**src/rtl/core/a2hks_pkg.sv**
```systemverilog
// Shared types and constants for the ASCII to HID keystroke sequencer.
// No dependencies; every other file in rtl/core uses this package.
package a2hks_pkg;

   localparam int TABLE_DEPTH = 128;
   localparam int TABLE_AW    = $clog2(TABLE_DEPTH);
   localparam int MAX_EVENTS  = 4;
   localparam int EV_IDX_W    = $clog2(MAX_EVENTS);
   localparam int EV_CNT_W    = $clog2(MAX_EVENTS + 1);
   localparam int CSR_IDX_W   = 2;

   // item modes
   localparam logic [1:0] MODE_LOAD      = 2'd0;
   localparam logic [1:0] MODE_TYPE      = 2'd1;
   localparam logic [1:0] MODE_TRANSLATE = 2'd2;
   localparam logic [1:0] MODE_FINISH    = 2'd3;

   // register indexes
   localparam logic [CSR_IDX_W-1:0] CSR_ISO_REPL = 2'd0;
   localparam logic [CSR_IDX_W-1:0] CSR_ISO_KEY  = 2'd1;

   localparam logic [7:0] ISO_REPL_RESET = 8'd50;
   localparam logic [7:0] ISO_KEY_RESET  = 8'd100;

   localparam logic [7:0] HID_LSHIFT  = 8'hE1;
   localparam logic [7:0] HID_RALT    = 8'hE6;
   localparam logic [7:0] HID_MOD_BASE = 8'hE0;

   typedef struct packed {
      logic [7:0] hid_code;
      logic       pressed;
      logic       is_translation;
   } event_type;

   typedef struct packed {
      logic [EV_CNT_W-1:0]          count;
      event_type [MAX_EVENTS-1:0]   ev;
   } ev_list_type;

   typedef struct packed {
      logic shift;
      logic altgr;
   } held_type;

endpackage

```
**src/rtl/core/a2hks_if.sv**
```systemverilog
// Channel interfaces for the keystroke sequencer: request, response, register write.
// Depends on a2hks_pkg for the register index width.
interface a2hks_req_if;
   logic       valid;
   logic       ready;
   logic [1:0] mode;
   logic [6:0] table_index;
   logic [7:0] table_word;
   logic [7:0] char_code;
   modport source (output valid, mode, table_index, table_word, char_code, input ready);
   modport sink   (input valid, mode, table_index, table_word, char_code, output ready);
endinterface

interface a2hks_rsp_if;
   logic       valid;
   logic       ready;
   logic [7:0] hid_code;
   logic       pressed;
   logic       is_translation;
   logic       last_of_run;
   modport source (output valid, hid_code, pressed, is_translation, last_of_run, input ready);
   modport sink   (input valid, hid_code, pressed, is_translation, last_of_run, output ready);
endinterface

interface a2hks_csr_if;
   logic                           valid;
   logic                           ready;
   logic [a2hks_pkg::CSR_IDX_W-1:0] index;
   logic [7:0]                     data;
   modport source (output valid, index, data, input ready);
   modport sink   (input valid, index, data, output ready);
endinterface

```
**src/rtl/core/a2hks_table_ram.sv**
```systemverilog
// Layout table memory: one write port, one registered read port.
// Depends on a2hks_pkg for depth and address width.
module a2hks_table_ram (
   input  logic                          clock,
   input  logic                          wr_en,
   input  logic [a2hks_pkg::TABLE_AW-1:0] wr_addr,
   input  logic [7:0]                    wr_data,
   input  logic                          rd_en,
   input  logic [a2hks_pkg::TABLE_AW-1:0] rd_addr,
   output logic [7:0]                    rd_data
);
   logic [7:0] mem [a2hks_pkg::TABLE_DEPTH];
   logic [7:0] rd_data_ff;

   always_ff @(posedge clock) begin
      if (wr_en) begin
         mem[wr_addr] <= wr_data;
      end
      if (rd_en) begin
         rd_data_ff <= mem[rd_addr];
      end
   end

   assign rd_data = rd_data_ff;
endmodule

```
**src/rtl/core/a2hks_decode.sv**
```systemverilog
// Entry decode and event list builder for one item, plus next modifier state.
// Depends on a2hks_pkg for types and HID constants.
module a2hks_decode (
   input  logic                   [1:0] mode,
   input  logic                   [7:0] char_code,
   input  logic                   [7:0] entry,
   input  logic                   [7:0] iso_repl,
   input  logic                   [7:0] iso_key,
   input  a2hks_pkg::held_type          held,
   output a2hks_pkg::ev_list_type       list,
   output a2hks_pkg::held_type          held_next
);
   logic       need_shift;
   logic       need_altgr;
   logic [7:0] masked;
   logic [7:0] code;
   logic [7:0] trans;

   // split the entry into modifier needs and key code
   always_comb begin
      need_shift = 1'b0;
      need_altgr = 1'b0;
      masked     = entry;
      if (entry[7:6] == 2'b11) begin
         need_altgr = 1'b1;
         masked     = {2'b00, entry[5:0]};
      end else if (entry[7]) begin
         need_shift = 1'b1;
         masked     = {1'b0, entry[6:0]};
      end
      code = (masked == iso_repl) ? iso_key : masked;
      if (char_code[7]) begin
         code       = 8'd0;
         need_shift = 1'b0;
         need_altgr = 1'b0;
      end
   end

   // translate: modifier block, high codes fold down, rest through the table
   always_comb begin
      if (char_code[7:3] == 5'b00010) begin
         trans = a2hks_pkg::HID_MOD_BASE | {5'd0, char_code[2:0]};
      end else if (char_code[7]) begin
         trans = {1'b0, char_code[6:0]};
      end else begin
         trans = code;
      end
   end

   always_comb begin
      logic [a2hks_pkg::EV_CNT_W-1:0] n;
      n         = '0;
      list.ev   = '0;
      held_next = held;
      case (mode)
         a2hks_pkg::MODE_TYPE: begin
            if (code != 8'd0) begin
               if (need_shift != held.shift) begin
                  list.ev[n[a2hks_pkg::EV_IDX_W-1:0]] = '{a2hks_pkg::HID_LSHIFT, need_shift, 1'b0};
                  n = n + 1'b1;
               end
               if (need_altgr != held.altgr) begin
                  list.ev[n[a2hks_pkg::EV_IDX_W-1:0]] = '{a2hks_pkg::HID_RALT, need_altgr, 1'b0};
                  n = n + 1'b1;
               end
               list.ev[n[a2hks_pkg::EV_IDX_W-1:0]] = '{code, 1'b1, 1'b0};
               n = n + 1'b1;
               list.ev[n[a2hks_pkg::EV_IDX_W-1:0]] = '{code, 1'b0, 1'b0};
               n = n + 1'b1;
               held_next.shift = need_shift;
               held_next.altgr = need_altgr;
            end
         end
         a2hks_pkg::MODE_TRANSLATE: begin
            list.ev[0] = '{trans, 1'b0, 1'b1};
            n = a2hks_pkg::EV_CNT_W'(1);
         end
         a2hks_pkg::MODE_FINISH: begin
            if (held.shift) begin
               list.ev[n[a2hks_pkg::EV_IDX_W-1:0]] = '{a2hks_pkg::HID_LSHIFT, 1'b0, 1'b0};
               n = n + 1'b1;
            end
            if (held.altgr) begin
               list.ev[n[a2hks_pkg::EV_IDX_W-1:0]] = '{a2hks_pkg::HID_RALT, 1'b0, 1'b0};
               n = n + 1'b1;
            end
            held_next = '0;
         end
         default: begin
            n = '0;
         end
      endcase
      list.count = n;
   end
endmodule

```
**src/rtl/core/a2hks_burst.sv**
```systemverilog
// Response emitter: holds one item's event list, sends one word per cycle while ready.
// Depends on a2hks_pkg and the a2hks_rsp_if interface.
module a2hks_burst (
   input  logic                      clock,
   input  logic                      reset,
   input  logic                      load_en,
   input  a2hks_pkg::ev_list_type    list,
   output logic                      free,
   a2hks_rsp_if.source               rsp
);
   logic                                busy_ff, busy_in;
   logic [a2hks_pkg::EV_IDX_W-1:0]      idx_ff, idx_in;
   logic [a2hks_pkg::EV_IDX_W-1:0]      last_ff, last_in;
   a2hks_pkg::event_type [a2hks_pkg::MAX_EVENTS-1:0] ev_ff, ev_in;
   logic                                take;
   logic                                done;
   logic [a2hks_pkg::EV_CNT_W-1:0]      last_wide;

   assign take      = busy_ff && rsp.ready;
   assign done      = take && (idx_ff == last_ff);
   assign free      = !busy_ff || done;
   assign last_wide = list.count - 1'b1;

   always_comb begin
      busy_in = busy_ff;
      idx_in  = idx_ff;
      last_in = last_ff;
      ev_in   = ev_ff;
      if (load_en) begin
         // refill behind the last word of the previous burst
         busy_in = 1'b1;
         idx_in  = '0;
         last_in = last_wide[a2hks_pkg::EV_IDX_W-1:0];
         ev_in   = list.ev;
      end else if (done) begin
         busy_in = 1'b0;
      end else if (take) begin
         idx_in = idx_ff + 1'b1;
      end
   end

   always_ff @(posedge clock) begin
      if (reset) begin
         busy_ff <= 1'b0;
         idx_ff  <= '0;
         last_ff <= '0;
      end else begin
         busy_ff <= busy_in;
         idx_ff  <= idx_in;
         last_ff <= last_in;
      end
      ev_ff <= ev_in;
   end

   assign rsp.valid          = busy_ff;
   assign rsp.hid_code       = ev_ff[idx_ff].hid_code;
   assign rsp.pressed        = ev_ff[idx_ff].pressed;
   assign rsp.is_translation = ev_ff[idx_ff].is_translation;
   assign rsp.last_of_run    = (idx_ff == last_ff);
endmodule

```
**src/rtl/core/ascii_to_hid_keystroke_sequencer.sv**
```systemverilog
// Top level of the ASCII to HID keystroke sequencer.
// Depends on a2hks_pkg, a2hks_if, a2hks_table_ram, a2hks_decode and a2hks_burst.
//
//   channel  dir  words                                     handshake
//   req_if   in   mode, table_index, table_word, char_code  valid/ready
//   rsp_if   out  hid_code, pressed, is_translation, last   valid/ready
//   csr_if   in   index, data (0 iso replacement, 1 iso key) valid/ready, always ready
//
// An accepted word reads (and, for a load, also writes) the layout RAM in its accept cycle;
// the next cycle decodes it against the held modifiers, and 0 to 4 events go to the emitter
// once it is free. The response port sends one event per cycle while ready is high; a typed
// character that maps to a key yields 2 to 4 events, a skipped one none. The emitter holds
// a single event list, so the decode stage holds the next item while that list is sent.
// Synchronous reset clears pipeline and held modifiers and presets both registers; the table
// is undefined until loaded. A stalled response holds the decode stage and then the input.
module ascii_to_hid_keystroke_sequencer (
   input  logic         clock,
   input  logic         reset,
   a2hks_req_if.sink    req_if,
   a2hks_rsp_if.source  rsp_if,
   a2hks_csr_if.sink    csr_if
);
   logic                          accept;
   logic                          s1_valid_ff, s1_valid_in;
   logic [1:0]                    s1_mode_ff;
   logic [7:0]                    s1_char_ff;
   logic [7:0]                    entry;
   logic                          s1_go;
   logic                          burst_free;
   logic                          burst_load;
   logic [7:0]                    iso_repl_ff, iso_repl_in;
   logic [7:0]                    iso_key_ff, iso_key_in;
   a2hks_pkg::held_type           held_ff, held_next;
   a2hks_pkg::ev_list_type        list;

   // registers: always ready, unknown indexes drop
   assign csr_if.ready = 1'b1;

   always_comb begin
      iso_repl_in = iso_repl_ff;
      iso_key_in  = iso_key_ff;
      if (csr_if.valid) begin
         case (csr_if.index)
            a2hks_pkg::CSR_ISO_REPL: iso_repl_in = csr_if.data;
            a2hks_pkg::CSR_ISO_KEY:  iso_key_in  = csr_if.data;
            default: begin
               iso_repl_in = iso_repl_ff;
            end
         endcase
      end
   end

   // decode stage advances when it has nothing to send or the emitter takes its list
   assign s1_go        = s1_valid_ff && ((list.count == '0) || burst_free);
   assign req_if.ready = !s1_valid_ff || s1_go;
   assign accept       = req_if.valid && req_if.ready;
   assign s1_valid_in  = req_if.ready ? accept : s1_valid_ff;
   assign burst_load   = s1_go && (list.count != '0);

   always_ff @(posedge clock) begin
      if (reset) begin
         s1_valid_ff <= 1'b0;
         held_ff     <= '0;
         iso_repl_ff <= a2hks_pkg::ISO_REPL_RESET;
         iso_key_ff  <= a2hks_pkg::ISO_KEY_RESET;
      end else begin
         s1_valid_ff <= s1_valid_in;
         iso_repl_ff <= iso_repl_in;
         iso_key_ff  <= iso_key_in;
         if (s1_go) begin
            held_ff <= held_next;
         end
      end
      if (accept) begin
         s1_mode_ff <= req_if.mode;
         s1_char_ff <= req_if.char_code;
      end
   end

   // write on load accept; read on every accept, data holds while the stage stalls
   a2hks_table_ram u_table (
      .clock   (clock),
      .wr_en   (accept && (req_if.mode == a2hks_pkg::MODE_LOAD)),
      .wr_addr (req_if.table_index),
      .wr_data (req_if.table_word),
      .rd_en   (accept),
      .rd_addr (req_if.char_code[a2hks_pkg::TABLE_AW-1:0]),
      .rd_data (entry)
   );

   a2hks_decode u_decode (
      .mode      (s1_mode_ff),
      .char_code (s1_char_ff),
      .entry     (entry),
      .iso_repl  (iso_repl_ff),
      .iso_key   (iso_key_ff),
      .held      (held_ff),
      .list      (list),
      .held_next (held_next)
   );

   a2hks_burst u_burst (
      .clock   (clock),
      .reset   (reset),
      .load_en (burst_load),
      .list    (list),
      .free    (burst_free),
      .rsp     (rsp_if)
   );
endmodule

```
**src/flat_wrapper.sv**
```systemverilog
// flat-port wrapper written by rule: the top's interface ports become plain ports
module ascii_to_hid_keystroke_sequencer_flat 
  (clock, reset, req_if_valid, req_if_mode, req_if_table_index, req_if_table_word, req_if_char_code, req_if_ready, rsp_if_valid, rsp_if_hid_code, rsp_if_pressed, rsp_if_is_translation, rsp_if_last_of_run, rsp_if_ready, csr_if_valid, csr_if_index, csr_if_data, csr_if_ready);
  a2hks_req_if req_if_i ();
  a2hks_rsp_if rsp_if_i ();
  a2hks_csr_if csr_if_i ();
  input  logic clock;
  input  logic reset;
  input wire logic [$bits(req_if_i.valid)-1:0] req_if_valid;
  input wire logic [$bits(req_if_i.mode)-1:0] req_if_mode;
  input wire logic [$bits(req_if_i.table_index)-1:0] req_if_table_index;
  input wire logic [$bits(req_if_i.table_word)-1:0] req_if_table_word;
  input wire logic [$bits(req_if_i.char_code)-1:0] req_if_char_code;
  output wire logic [$bits(req_if_i.ready)-1:0] req_if_ready;
  output wire logic [$bits(rsp_if_i.valid)-1:0] rsp_if_valid;
  output wire logic [$bits(rsp_if_i.hid_code)-1:0] rsp_if_hid_code;
  output wire logic [$bits(rsp_if_i.pressed)-1:0] rsp_if_pressed;
  output wire logic [$bits(rsp_if_i.is_translation)-1:0] rsp_if_is_translation;
  output wire logic [$bits(rsp_if_i.last_of_run)-1:0] rsp_if_last_of_run;
  input wire logic [$bits(rsp_if_i.ready)-1:0] rsp_if_ready;
  input wire logic [$bits(csr_if_i.valid)-1:0] csr_if_valid;
  input wire logic [$bits(csr_if_i.index)-1:0] csr_if_index;
  input wire logic [$bits(csr_if_i.data)-1:0] csr_if_data;
  output wire logic [$bits(csr_if_i.ready)-1:0] csr_if_ready;
  assign req_if_i.valid = req_if_valid;
  assign req_if_i.mode = req_if_mode;
  assign req_if_i.table_index = req_if_table_index;
  assign req_if_i.table_word = req_if_table_word;
  assign req_if_i.char_code = req_if_char_code;
  assign req_if_ready = req_if_i.ready;
  assign rsp_if_valid = rsp_if_i.valid;
  assign rsp_if_hid_code = rsp_if_i.hid_code;
  assign rsp_if_pressed = rsp_if_i.pressed;
  assign rsp_if_is_translation = rsp_if_i.is_translation;
  assign rsp_if_last_of_run = rsp_if_i.last_of_run;
  assign rsp_if_i.ready = rsp_if_ready;
  assign csr_if_i.valid = csr_if_valid;
  assign csr_if_i.index = csr_if_index;
  assign csr_if_i.data = csr_if_data;
  assign csr_if_ready = csr_if_i.ready;
  ascii_to_hid_keystroke_sequencer u_core (.clock(clock), .reset(reset), .req_if(req_if_i), .rsp_if(rsp_if_i), .csr_if(csr_if_i));
endmodule
```
**config.mk**
```make
export PLATFORM = sky130hd
export DESIGN_NAME = ascii_to_hid_keystroke_sequencer_flat
export DESIGN_NICKNAME = d
export VERILOG_FILES = /design/src/rtl/core/a2hks_pkg.sv /design/src/rtl/core/a2hks_if.sv /design/src/rtl/core/a2hks_table_ram.sv /design/src/rtl/core/a2hks_decode.sv /design/src/rtl/core/a2hks_burst.sv /design/src/rtl/core/ascii_to_hid_keystroke_sequencer.sv /design/src/flat_wrapper.sv
export SDC_FILE = /design/constraint.sdc
export NUM_CORES = 1
export LEC_CHECK = 0
export BUFFER_PORTS_ARGS = -buffer_cell sky130_fd_sc_hd__clkbuf_2
export CAP_MARGIN = 30
export CELL_PAD_IN_SITES_DETAIL_PLACEMENT = 0
export CELL_PAD_IN_SITES_GLOBAL_PLACEMENT = 1
export CORE_UTILIZATION = 60
export DETAILED_ROUTE_END_ITERATION = 10
export GPL_ROUTABILITY_DRIVEN = 0
export PLACE_DENSITY = 0.81
export SLEW_MARGIN = 40
export SYNTH_ARGS = -nofsm -noshare
export SYNTH_HDL_FRONTEND = slang
export SYNTH_SLANG_ARGS = --single-unit
```
**constraint.sdc**
```tcl
create_clock -name clock -period 9.15 [get_ports clock]
set_input_delay 1.83 -clock clock [delete_from_list [all_inputs] [get_ports clock]]
set_output_delay 1.83 -clock clock [all_outputs]
set_load 0.01 [all_outputs]
```
==> impl_results.md, run 1 <==
* Yosys top cell by area: edfxtp_1
* # DRC at 0
* Yosys warnings at 0
* Initial antenna violation count at 0
* Largest family of logic cells by synthesized area: multiplexers
* Avg Inst Size Synth at 21.6 µm²
* Ports at 54
* Startpoint types: flop
* Wire per inst at 30.5 µm
* Worst slack at placement at 3750 ps
* Die height at 271 µm
* Post-synthesis mux area share at 17.5%
* Most numerous cell in the Yosys netlist: edfxtp_1
* Synth Register Bits at 1,103
* Total power per unit cell area at 216 nW/µm²
* RSZ-0062 raised after global routing: false
* Cell Count, Final, Fillers Out at 3,137
* Final WS setup at 3380 ps
* Critical path type: reg -> out
* Layout cells sized above 1 at 29.8%
* Area of the multi-input gates at 10,300 µm²
* Synth unique cells at 66
* Top FF cell, synth: edfxtp_1
* Clock Latency Late Sink at 680 ps
* Total number of vias at 20,800
* Top cells by count, synth: 1,079 x edfxtp_1, 329 x mux4_2, 169 x nor2_1
* Post-Synth Adder-Cell Area at 0.287%
* Minimum clock period at 5770 ps
* Status: completed
* Global-route wire length before repair at 141,000 µm
* Core area at 71,600 µm²
* Drt via density at 6.62
* Period utilization at 63.0%
* Hold buffers post-CTS at 0
* Critical Path Fanout Max at 10
* Die area at 73,700 µm²
* Peak supply drop at 0.183 mV
* Final setup TNS at 0 ps
* Post-CTS Setup Bufs at 0
* Origin of the worst setup path: u_core.u_table.rd_data[1]
* Register Area at 32,900 µm²
* Post-cts resize count at 0
* Post-Synth Simple-Gate Area at 3.25%
* Mapped Cells at 2,016
* Synth Area in Compound Gates at 1.81%
* XOR/XNOR Fraction of Synth Area at 0.241%
* Post-Synthesis Net Count at 2,066
* Fin nets at 2,146
* Largest net degree at the start of global routing at 93
* Ys async rst share at 0%
* Total design power at 10.5 mW
* HPWL Detailed at 58,100 µm
* Leakage at 15.1 nW
* Final non-filler cell area at 48,500 µm²
* Max-cap violations at 0
* # rows at 98
* F_max at 173 MHz
* Starting Density at 60.8%
* Worst r2r src: u_core.u_table.rd_data[1]
* Layout fillers at 4,469
* Area growth syn-to-layout at 11.3%
* Largest cells by area after synthesis: edfxtp_1 74%, mux4_2 17%, nor2_1 1.5%, dfxtp_1 1.1%, mux2i_1 0.48%
* Layout Utilization at 67.7%
* Grt total ovfl at 0
* Hold Crit Start: u_core.u_burst.last_ff[0]
* Placed insts at 2,937
* ANT nets after route at 0
* WP data arrival at 3940 ps
* Clk sink count at 1,103
* CP Capture Type: output port
* Final Hold Viols at 0
* Final Max Slew Viols at 0
* Level count of the clock H-tree at 3
* Post-synth top area share at 74.4%
* Final Skew at 30.7 ps
* First DRT Iteration DRCs at 2,335
* Root cell of the clock tree: clkbuf_16
* CTS Buf Count at 107
* Drt pass-1 iters at 5
* Slew HR at 38.8%
* Clock buffer depth at 3
* Chip width at 271 µm
* Final WL at 95,800 µm
* CTS tree: done
* Worst hold slack at 488 ps
* Post-synth EDFFs at 1,079
* Req. time, crit path at 7320 ps
* Final antenna diode count at 0
* Gr usage total at 26.7%
* Input/output buffers at 52
* Synth Cell Area at 43,600 µm²
* Register area share after synthesis at 75.5%
* Vias in the first global route at 21,300
* Dpl cell area at 44,900 µm²
* Worst Hold Class: reg -> reg
* Final setup viols at 0
* Worst Max-Slew Pin Slew at 915 ps
* Reg clk slew, reported paths at 60 ps
==> layout by cell type, fill, tap and decap left out, types with 4 or more instances in the layout <==
master,Yosys,routed
nand3b_1,4,4
a211o_1,11,11
clkinv_2,0,18
buf_4,1,24
clkinvlp_4,0,7
clkinv_1,0,20
nand2_1,50,50
o21ai_1,4,4
mux2i_1,21,21
nor2b_1,9,9
buf_6,12,7
clkbuf_16,0,108
bufinv_16,0,11
nor4_1,12,12
a31oi_1,4,4
nor2_2,0,69
inv_1,18,18
o22ai_1,33,32
nand3_1,10,10
a41oi_4,4,4
nor2_1,169,100
nand2b_1,8,8
clkbuf_1,45,27
a21oi_1,11,10
nor3_1,22,22
edfxtp_1,1079,1079
ha_1,10,10
xor2_1,5,5
clkbuf_2,0,40
mux4_2,329,329
xnor2_1,7,7
o21ai_0,8,8
dfxtp_1,24,23
==> per-layer routing <==
| layer | track usage, % | wire length [µm] | up-vias |
|---|---|---|---|
| met5 | 0 | 0 | - |
| met2 | 42.4 | 47300 | 949 |
| met3 | 6.16 | 8230 | 157 |
| li1 | - | - | 8622 |
| met1 | 36.8 | 37100 | 11000 |
| met4 | 9.91 | 3160 | 0 |
==> worst paths after layout <==
kind,to,slack (ps),depth (start not counted)
worst max-delay path,req_if_ready,3380,9
worst min register to register,u_core.u_burst.last_ff[0],490,2
worst min-delay path,u_core.u_burst.last_ff[0],490,2
worst max register to register,u_core.u_table.mem[12][1],4770,9
==> state kept, by name (all words and copies together), names as in the netlist <==
register and flops:
u_core.iso_key_ff 8, u_core.s1_char_ff 8, u_core.u_burst.idx_ff 2, u_core.u_burst.ev_ff 37, u_core.s1_mode_ff 2, u_core.held_ff 2
u_core.s1_valid_ff 1, u_core.u_burst.last_ff 2, u_core.u_table.rd_data 8, u_core.u_burst.rsp.valid 1, u_core.u_table.mem 1024, u_core.iso_repl_ff 8
==> report_power, final <==
group | switching (mW) | internal (mW)
clock | 1.87 | 2.49
combinational | 0.324 | 0.200
sequential | 0.0188 | 5.57
total | 2.21 | 8.26
==> logic make-up (layout without fill, tap and decap cells) <==
| kind of cell | Yosys count | after routing |
|---|---|---|
| adder cells (fa/ha/maj) | 10 | 10 |
| other | 1 | 1 |
| multiplexers | 352 | 352 |
| flip-flops | 1103 | 1103 |
| AND/OR/NAND/NOR | 313 | 313 |
| buffers and inverters | 125 | 296 |
| XOR/XNOR | 12 | 12 |
| AO/OA/AOI/OAI | 100 | 100 |
==> worst max-delay path, cell delays in order (launching register included) <==
cell	delay (ps)
edfxtp_1	570
xor2_1	240
or4_4	480
or3_1	370
o211ai_2	450
o21a_1	180
ha_1	430
inv_1	180
o21ai_1	200
clkbuf_2	160
==> area by class of cell <==
class / instances / share of cell area (%)
multi-input combinational: 788 / 21.2
clock buffer: 135 / 5.78
timing repair buffer: 77 / 1.20
tap: 950 / 2.45
clock inverter: 65 / 1.42
inverter: 19 / 0.147
sequential: 1103 / 67.8
Note: power is estimated with default switching activity, not from simulation.
==> run 2, diff against run 1 <==
--- a/config.mk
+++ b/config.mk
@@ -9,10 +9,10 @@
 export CAP_MARGIN = 30
 export CELL_PAD_IN_SITES_DETAIL_PLACEMENT = 0
 export CELL_PAD_IN_SITES_GLOBAL_PLACEMENT = 1
-export CORE_UTILIZATION = 60
+export CORE_UTILIZATION = 51
 export DETAILED_ROUTE_END_ITERATION = 10
 export GPL_ROUTABILITY_DRIVEN = 0
-export PLACE_DENSITY = 0.81
+export PLACE_DENSITY = 0.73
 export SLEW_MARGIN = 40
 export SYNTH_ARGS = -nofsm -noshare
 export SYNTH_HDL_FRONTEND = slang
==> constraint.sdc (replaced) <==
create_clock -name clock -period 5.1 [get_ports clock]
set_input_delay 1.02 -clock clock [delete_from_list [all_inputs] [get_ports clock]]
set_output_delay 1.02 -clock clock [all_outputs]
set_load 0.01 [all_outputs]
==> run 2 against run 1 <==
Net effect: critical path type unchanged; setup slack worse by 3100 ps; clock power rose by 89%; total power rose by 84%; clock-buffer cell count down 13; critical path depth unchanged; design area grew 1.1%; worst hold slack improved by 19 ps; largest power group unchanged; core utilization fell by 9.4 points; sequential share of layout area shrank 0.73 points; sequential power rose by 79%.
==> impl_results.md, run 2 (same netlist as run 1, synthesis figures left out) <==
* Die height at 294 µm
* Starting Density at 51.8%
* Critical path type: reg -> out
* Root cell of the clock tree: clkbuf_16
* HPWL Detailed at 62,000 µm
* Peak supply drop at 0.304 mV
* Internal power at 15.2 mW
* Die area at 86,600 µm²
* Startpoint types: flop
* Commonest non-fill, non-tap cell in the layout: edfxtp_1
* Leakage at 15.3 nW
* Net Sw Frac at 20.9%
* Slew HR at 44.1%
* Max reg flops at 1,024
* Area growth syn-to-layout at 12.5%
* Reg with most FFs: u_core.u_table.mem
* First DRT Iteration DRCs at 2,239
* Layout fillers at 6,032
* Status: completed
* Clk network pwr share at 42.7%
* Post-CTS Setup Bufs at 0
* Clock Latency Late Sink at 670 ps
* Grt total ovfl at 0
* Hold Crit Start: u_core.held_ff[1]
* Final Max Slew Viols at 0
* Final WL at 99,200 µm
* ANT nets after route at 0
* Vias in the first global route at 21,000
* Chip width at 294 µm
* Reg2reg setup slack at 920 ps
* Reg power frac at 52.1%
* Combinational group share of total power at 5.2%
* Max-cap violations at 0
* Worst r2r src: u_core.u_table.rd_data[2]
* Initial antenna violation count at 7
* # DRC at 0
* Wire per inst at 29.7 µm
* Reg clk slew, reported paths at 60 ps
* Origin of the worst setup path: u_core.u_table.rd_data[2]
* Hold buffers post-CTS at 0
* Critical Path Fanout Max at 10
* Period utilization at 95.1%
* F_max at 206 MHz
* Total design power at 19.2 mW
* Commonest cells after routing, fill and taps aside: 1,079 x edfxtp_1, 329 x mux4_2, 169 x nor2_1, 107 x clkbuf_16, 50 x nand2_1
* NetSw at 4.02 mW
* CP Capture Type: output port
* WHS Path Cells at 2
* Minimum clock period at 4850 ps
* Layout cells sized above 1 at 28.0%
* Final Skew at 32.6 ps
* Worst r2r dst: u_core.u_table.mem[89][3]
* Worst Reg-to-Reg Cells at 9
* Level count of the clock H-tree at 3
* Biggest regs: u_core.u_table.mem x1024, u_core.u_burst.ev_ff x37
* RSZ-0062 raised after global routing: false
* Worst hold slack at 507 ps
* Drt pass-1 iters at 5
* Global-route wire length before repair at 146,000 µm
* Clk sink count at 1,103
* Largest net degree at the start of global routing at 98
* Final Hold Viols at 0
* Total number of vias at 20,800
* Input/output buffers at 52
* Gr usage total at 23.6%
* CTS Buf Count at 106
* # rows at 106
* Total power per unit cell area at 392 nW/µm²
* Worst Hold Class: reg -> reg
* Req. time, crit path at 4080 ps
* Final setup viols at 0
* Post-cts resize count at 0
* Drt via density at 6.22
* Hold endpoint: u_core.held_ff[1]
* Ports at 54
* WP data arrival at 3830 ps
* Fin nets at 2,161
* CTS tree: done
* Worst Max-Slew Pin Slew at 839 ps
* Core area at 84,100 µm²
* Clock buffer depth at 3
* Final setup TNS at 0 ps
==> run 2: layer usage <==
metal	wire length [µm]	share of wire [%]	GRT usage [%]
met1	42000	42	35.0
met5	52	0.052	0
met3	8630	8.7	5.04
met4	2460	2.5	6.80
met2	46100	46	35.7
==> run 2: final cells by class <==
type,count,area (µm²),area share [%]
sequential,1103,32900,67.1
multi-input combinational,788,10100,20.7
clock buffer,122,2740,5.60
tap,1134,1420,2.89
clock inverter,76,956,1.95
timing repair buffer,93,798,1.63
inverter,19,71.3,0.145
antenna,3,7.51,0.0153
==> run 2: worst max-delay path: stages (launching register included) <==
cell	delay, ps
edfxtp_1	430
xor2_1	180
or4_4	560
or3_1	370
o211ai_2	450
o21a_1	170
ha_1	430
inv_1	180
o21ai_1	220
clkbuf_2	170
==> run 2: how the worst max path moves through the flow <==
stage | cells past startpoint | endpoint
2_1_floorplan | 8 | u_core.s1_char_ff[0]
3_3_place_gp | 9 | req_if_ready
3_5_place_dp | 9 | u_core.u_table.mem[109][5]
4_1_cts | 9 | req_if_ready
5_1_grt | 9 | req_if_ready
6_report | 9 | req_if_ready
==> run 2: metrics by stage <==
stage	std cells	worst slack [ps]	utilization, %	area [µm²]
3_5_place_dp	3137	872	53.9	45300
5_1_grt	3335	104	58.3	49000
4_1_cts	3335	190	58.3	49000
2_1_floorplan	2016	1350	-	43600
6_report	3338	252	58.3	49000
3_3_place_gp	3137	963	53.8	45200
==> run 2: power groups by stage <==
stage	Sequential [mW]	Clock, mW	Combinational [mW]
final	10.0	8.22	1.00
after global routing	10.0	8.68	1.06
after CTS	10.0	8.35	1.01
after detailed placement	10.2	0	1.01
after global placement	10.2	0	0.986
after floorplan	10.2	0	0.572
==> run 3, diff against run 2 <==
--- a/config.mk
+++ b/config.mk
@@ -5,11 +5,12 @@
 export SDC_FILE = /design/constraint.sdc
 export NUM_CORES = 1
 export LEC_CHECK = 0
+export ABC_AREA = 1
 export BUFFER_PORTS_ARGS = -buffer_cell sky130_fd_sc_hd__clkbuf_2
 export CAP_MARGIN = 30
 export CELL_PAD_IN_SITES_DETAIL_PLACEMENT = 0
 export CELL_PAD_IN_SITES_GLOBAL_PLACEMENT = 1
-export CORE_UTILIZATION = 51
+export CORE_UTILIZATION = 47
 export DETAILED_ROUTE_END_ITERATION = 10
 export GPL_ROUTABILITY_DRIVEN = 0
 export PLACE_DENSITY = 0.73
==> run 3 against run 2 <==
Net effect: wire length up 29%; clock-buffer cell count up 12; sequential share of layout area down 2.7 points; non-clock buffer count up 35; synthesized cell count up 83%; via count up 44%; highest routed layer is now met4; clock power down 2%; clock skew down 11 ps; critical endpoint unchanged; first-iteration DRC count up 75%; setup slack better by 570 ps; critical path depth up 1.
==> impl_results.md, run 3 <==
* Vias in the first global route at 28,900
* Reg2reg setup slack at 840 ps
* Worst slack at placement at 845 ps
* Max-cap violations at 0
* Yosys top cell by area: edfxtp_1
* Placed insts at 4,848
* Uppermost layer routed: met4
* Total number of vias at 29,800
* Post-synth EDFFs at 1,079
* Total power per unit cell area at 381 nW/µm²
* CP Capture Type: output port
* Dpl cell area at 47,500 µm²
* Gr usage total at 25.6%
* Initial antenna violation count at 2
* Final Skew at 21.3 ps
* Area growth syn-to-layout at 11.4%
* Minimum clock period at 4280 ps
* Worst Reg-to-Reg Cells at 14
* Final non-filler cell area at 51,100 µm²
* # DRC at 0
* Final setup TNS at 0 ps
* Top cells by count, synth: 1,079 x edfxtp_1, 747 x nor2_1, 666 x o21ai_0
* Commonest cells after routing, fill and taps aside: 1,079 x edfxtp_1, 742 x nor2_1, 666 x o21ai_0, 276 x nand2_1, 265 x o22ai_1
* HPWL Detailed at 76,900 µm
* Hold buffers post-CTS at 0
* Met3 WL at 11,100 µm
* Commonest non-fill, non-tap cell in the layout: edfxtp_1
* Die height at 314 µm
* Metal-1 WL at 54,500 µm
* Clock buffer depth at 3
* Input/output buffers at 52
* F_max at 234 MHz
* CTS Buf Count at 108
* Core area at 96,700 µm²
* Total design power at 19.4 mW
* Largest cells by area after synthesis: edfxtp_1 71%, o21ai_0 7.3%, nor2_1 6.1%, o22ai_1 3.6%, nor2_4 2.5%
* Cell Count, Final, Fillers Out at 5,046
* Reg clk slew, reported paths at 60 ps
* Final WL at 128,000 µm
* Largest net degree at the start of global routing at 111
* Reg with most FFs: u_core.u_table.mem
* Final WS setup at 821 ps
* Peak supply drop at 0.323 mV
* Global-route wire length before repair at 187,000 µm
* Drt via density at 5.91
* Period utilization at 83.9%
* WP data arrival at 3260 ps
* Fin nets at 3,732
* Worst r2r dst: u_core.u_table.mem[3][1]
* Level count of the clock H-tree at 3
* Critical Path Fanout Max at 9
* Layout Utilization at 52.8%
* Register area share after synthesis at 71.7%
* CTS tree: done
* Synth unique cells at 41
* Startpoint types: flop
* Chip width at 314 µm
* Worst Max-Slew Pin Slew at 867 ps
* Clock Latency Late Sink at 690 ps
* Post-Synthesis Net Count at 3,746
* Final Hold Viols at 0
* Leakage at 16.1 nW
* Post-cts resize count at 0
* Synth Register Bits at 1,103
* Synth Cell Area at 45,800 µm²
* Layout cells sized above 1 at 11.1%
* Critical path type: reg -> out
* Die area at 98,800 µm²
* Final Max Slew Viols at 0
* Max reg flops at 1,024
* Met2 routed WL at 58,100 µm
* Ports at 54
* Post-synth top area share at 70.7%
* ANT nets after route at 0
* Status: completed
* Worst r2r src: u_core.s1_char_ff[7]
* Avg Inst Size Synth at 12.4 µm²
* Origin of the worst setup path: u_core.s1_char_ff[7]
* # rows at 114
* Req. time, crit path at 4080 ps
* Final setup viols at 0
* Layout fillers at 8,151
* Drt pass-1 iters at 6
* Worst Setup EP: req_if_ready
* RSZ-0062 raised after global routing: false
* Post-CTS Setup Bufs at 0
* Ys async rst share at 0%
* First DRT Iteration DRCs at 3,916
* Worst Hold Class: reg -> reg
* Wire per inst at 25.3 µm
* Hold Crit Start: u_core.iso_repl_ff[2]
* Most numerous cell in the Yosys netlist: edfxtp_1
* Root cell of the clock tree: clkbuf_16
* Clk sink count at 1,103
* Slew HR at 42.0%
* Top FF cell, synth: edfxtp_1
* Biggest regs: u_core.u_table.mem x1024, u_core.u_burst.ev_ff x37
* Yosys warnings at 0
* WHS Path Cells at 2
* Mapped Cells at 3,696
* Worst hold slack at 474 ps
* Starting Density at 47.4%
* Grt total ovfl at 0
[run 3: area by class of cell]
cell class              instances  area (µm²)  area share, %
diodes                          1        2.50        0.00490
clock buffers                 134        2860           5.61
clock inverters                63         711           1.39
inverters                      74         298          0.583
multi-input cells            2267       11600           22.6
flip-flops and latches       1103       32900           64.4
well taps                    1276        1600           3.13
repair buffers                128        1160           2.27
[run 3: cells by family after synthesis]
logic type | synth area share, %
flops | 71.7
buf+inv | 3.20
xor+xnor | 0.0573
other cells | 0.00818
simple gates | 11.9
fa+ha+maj | 0.273
compound gates | 12.8
[run 3: where the power goes]
part | internal [mW] | switching, mW | leakage (nW)
clock | 4.73 | 3.36 | 1.74
combinational | 0.322 | 1.01 | 4.44
sequential | 10.0 | 0.0192 | 9.91
total | 15.0 | 4.39 | 16.1
[run 3: worst max-delay path, stage by stage, from the launching register on]
cell,delay [ps]
edfxtp_1,480
clkinv_1,290
nand3_1,220
xor2_1,340
inv_1,150
ha_1,360
a31oi_1,230
ha_1,230
nand2_4,70
nand3_4,70
clkbuf_2,140
[run 3: how the worst min path moves through the flow]
stage / end / slack (ps)
2_1_floorplan: u_core.iso_key_ff[0] / 430
3_3_place_gp: u_core.iso_repl_ff[2] / 480
3_5_place_dp: u_core.iso_repl_ff[2] / 470
4_1_cts: u_core.iso_repl_ff[2] / 480
5_1_grt: u_core.iso_repl_ff[2] / 500
6_report: u_core.iso_repl_ff[2] / 470
[run 3: per-layer routing]
| metal | vias up | track usage (%) |
|---|---|---|
| met5 | - | 0 |
| met4 | 0 | 8.80 |
| li1 | 13500 | - |
| met1 | 14700 | 36.8 |
| met2 | 1420 | 39.4 |
| met3 | 186 | 4.60 |
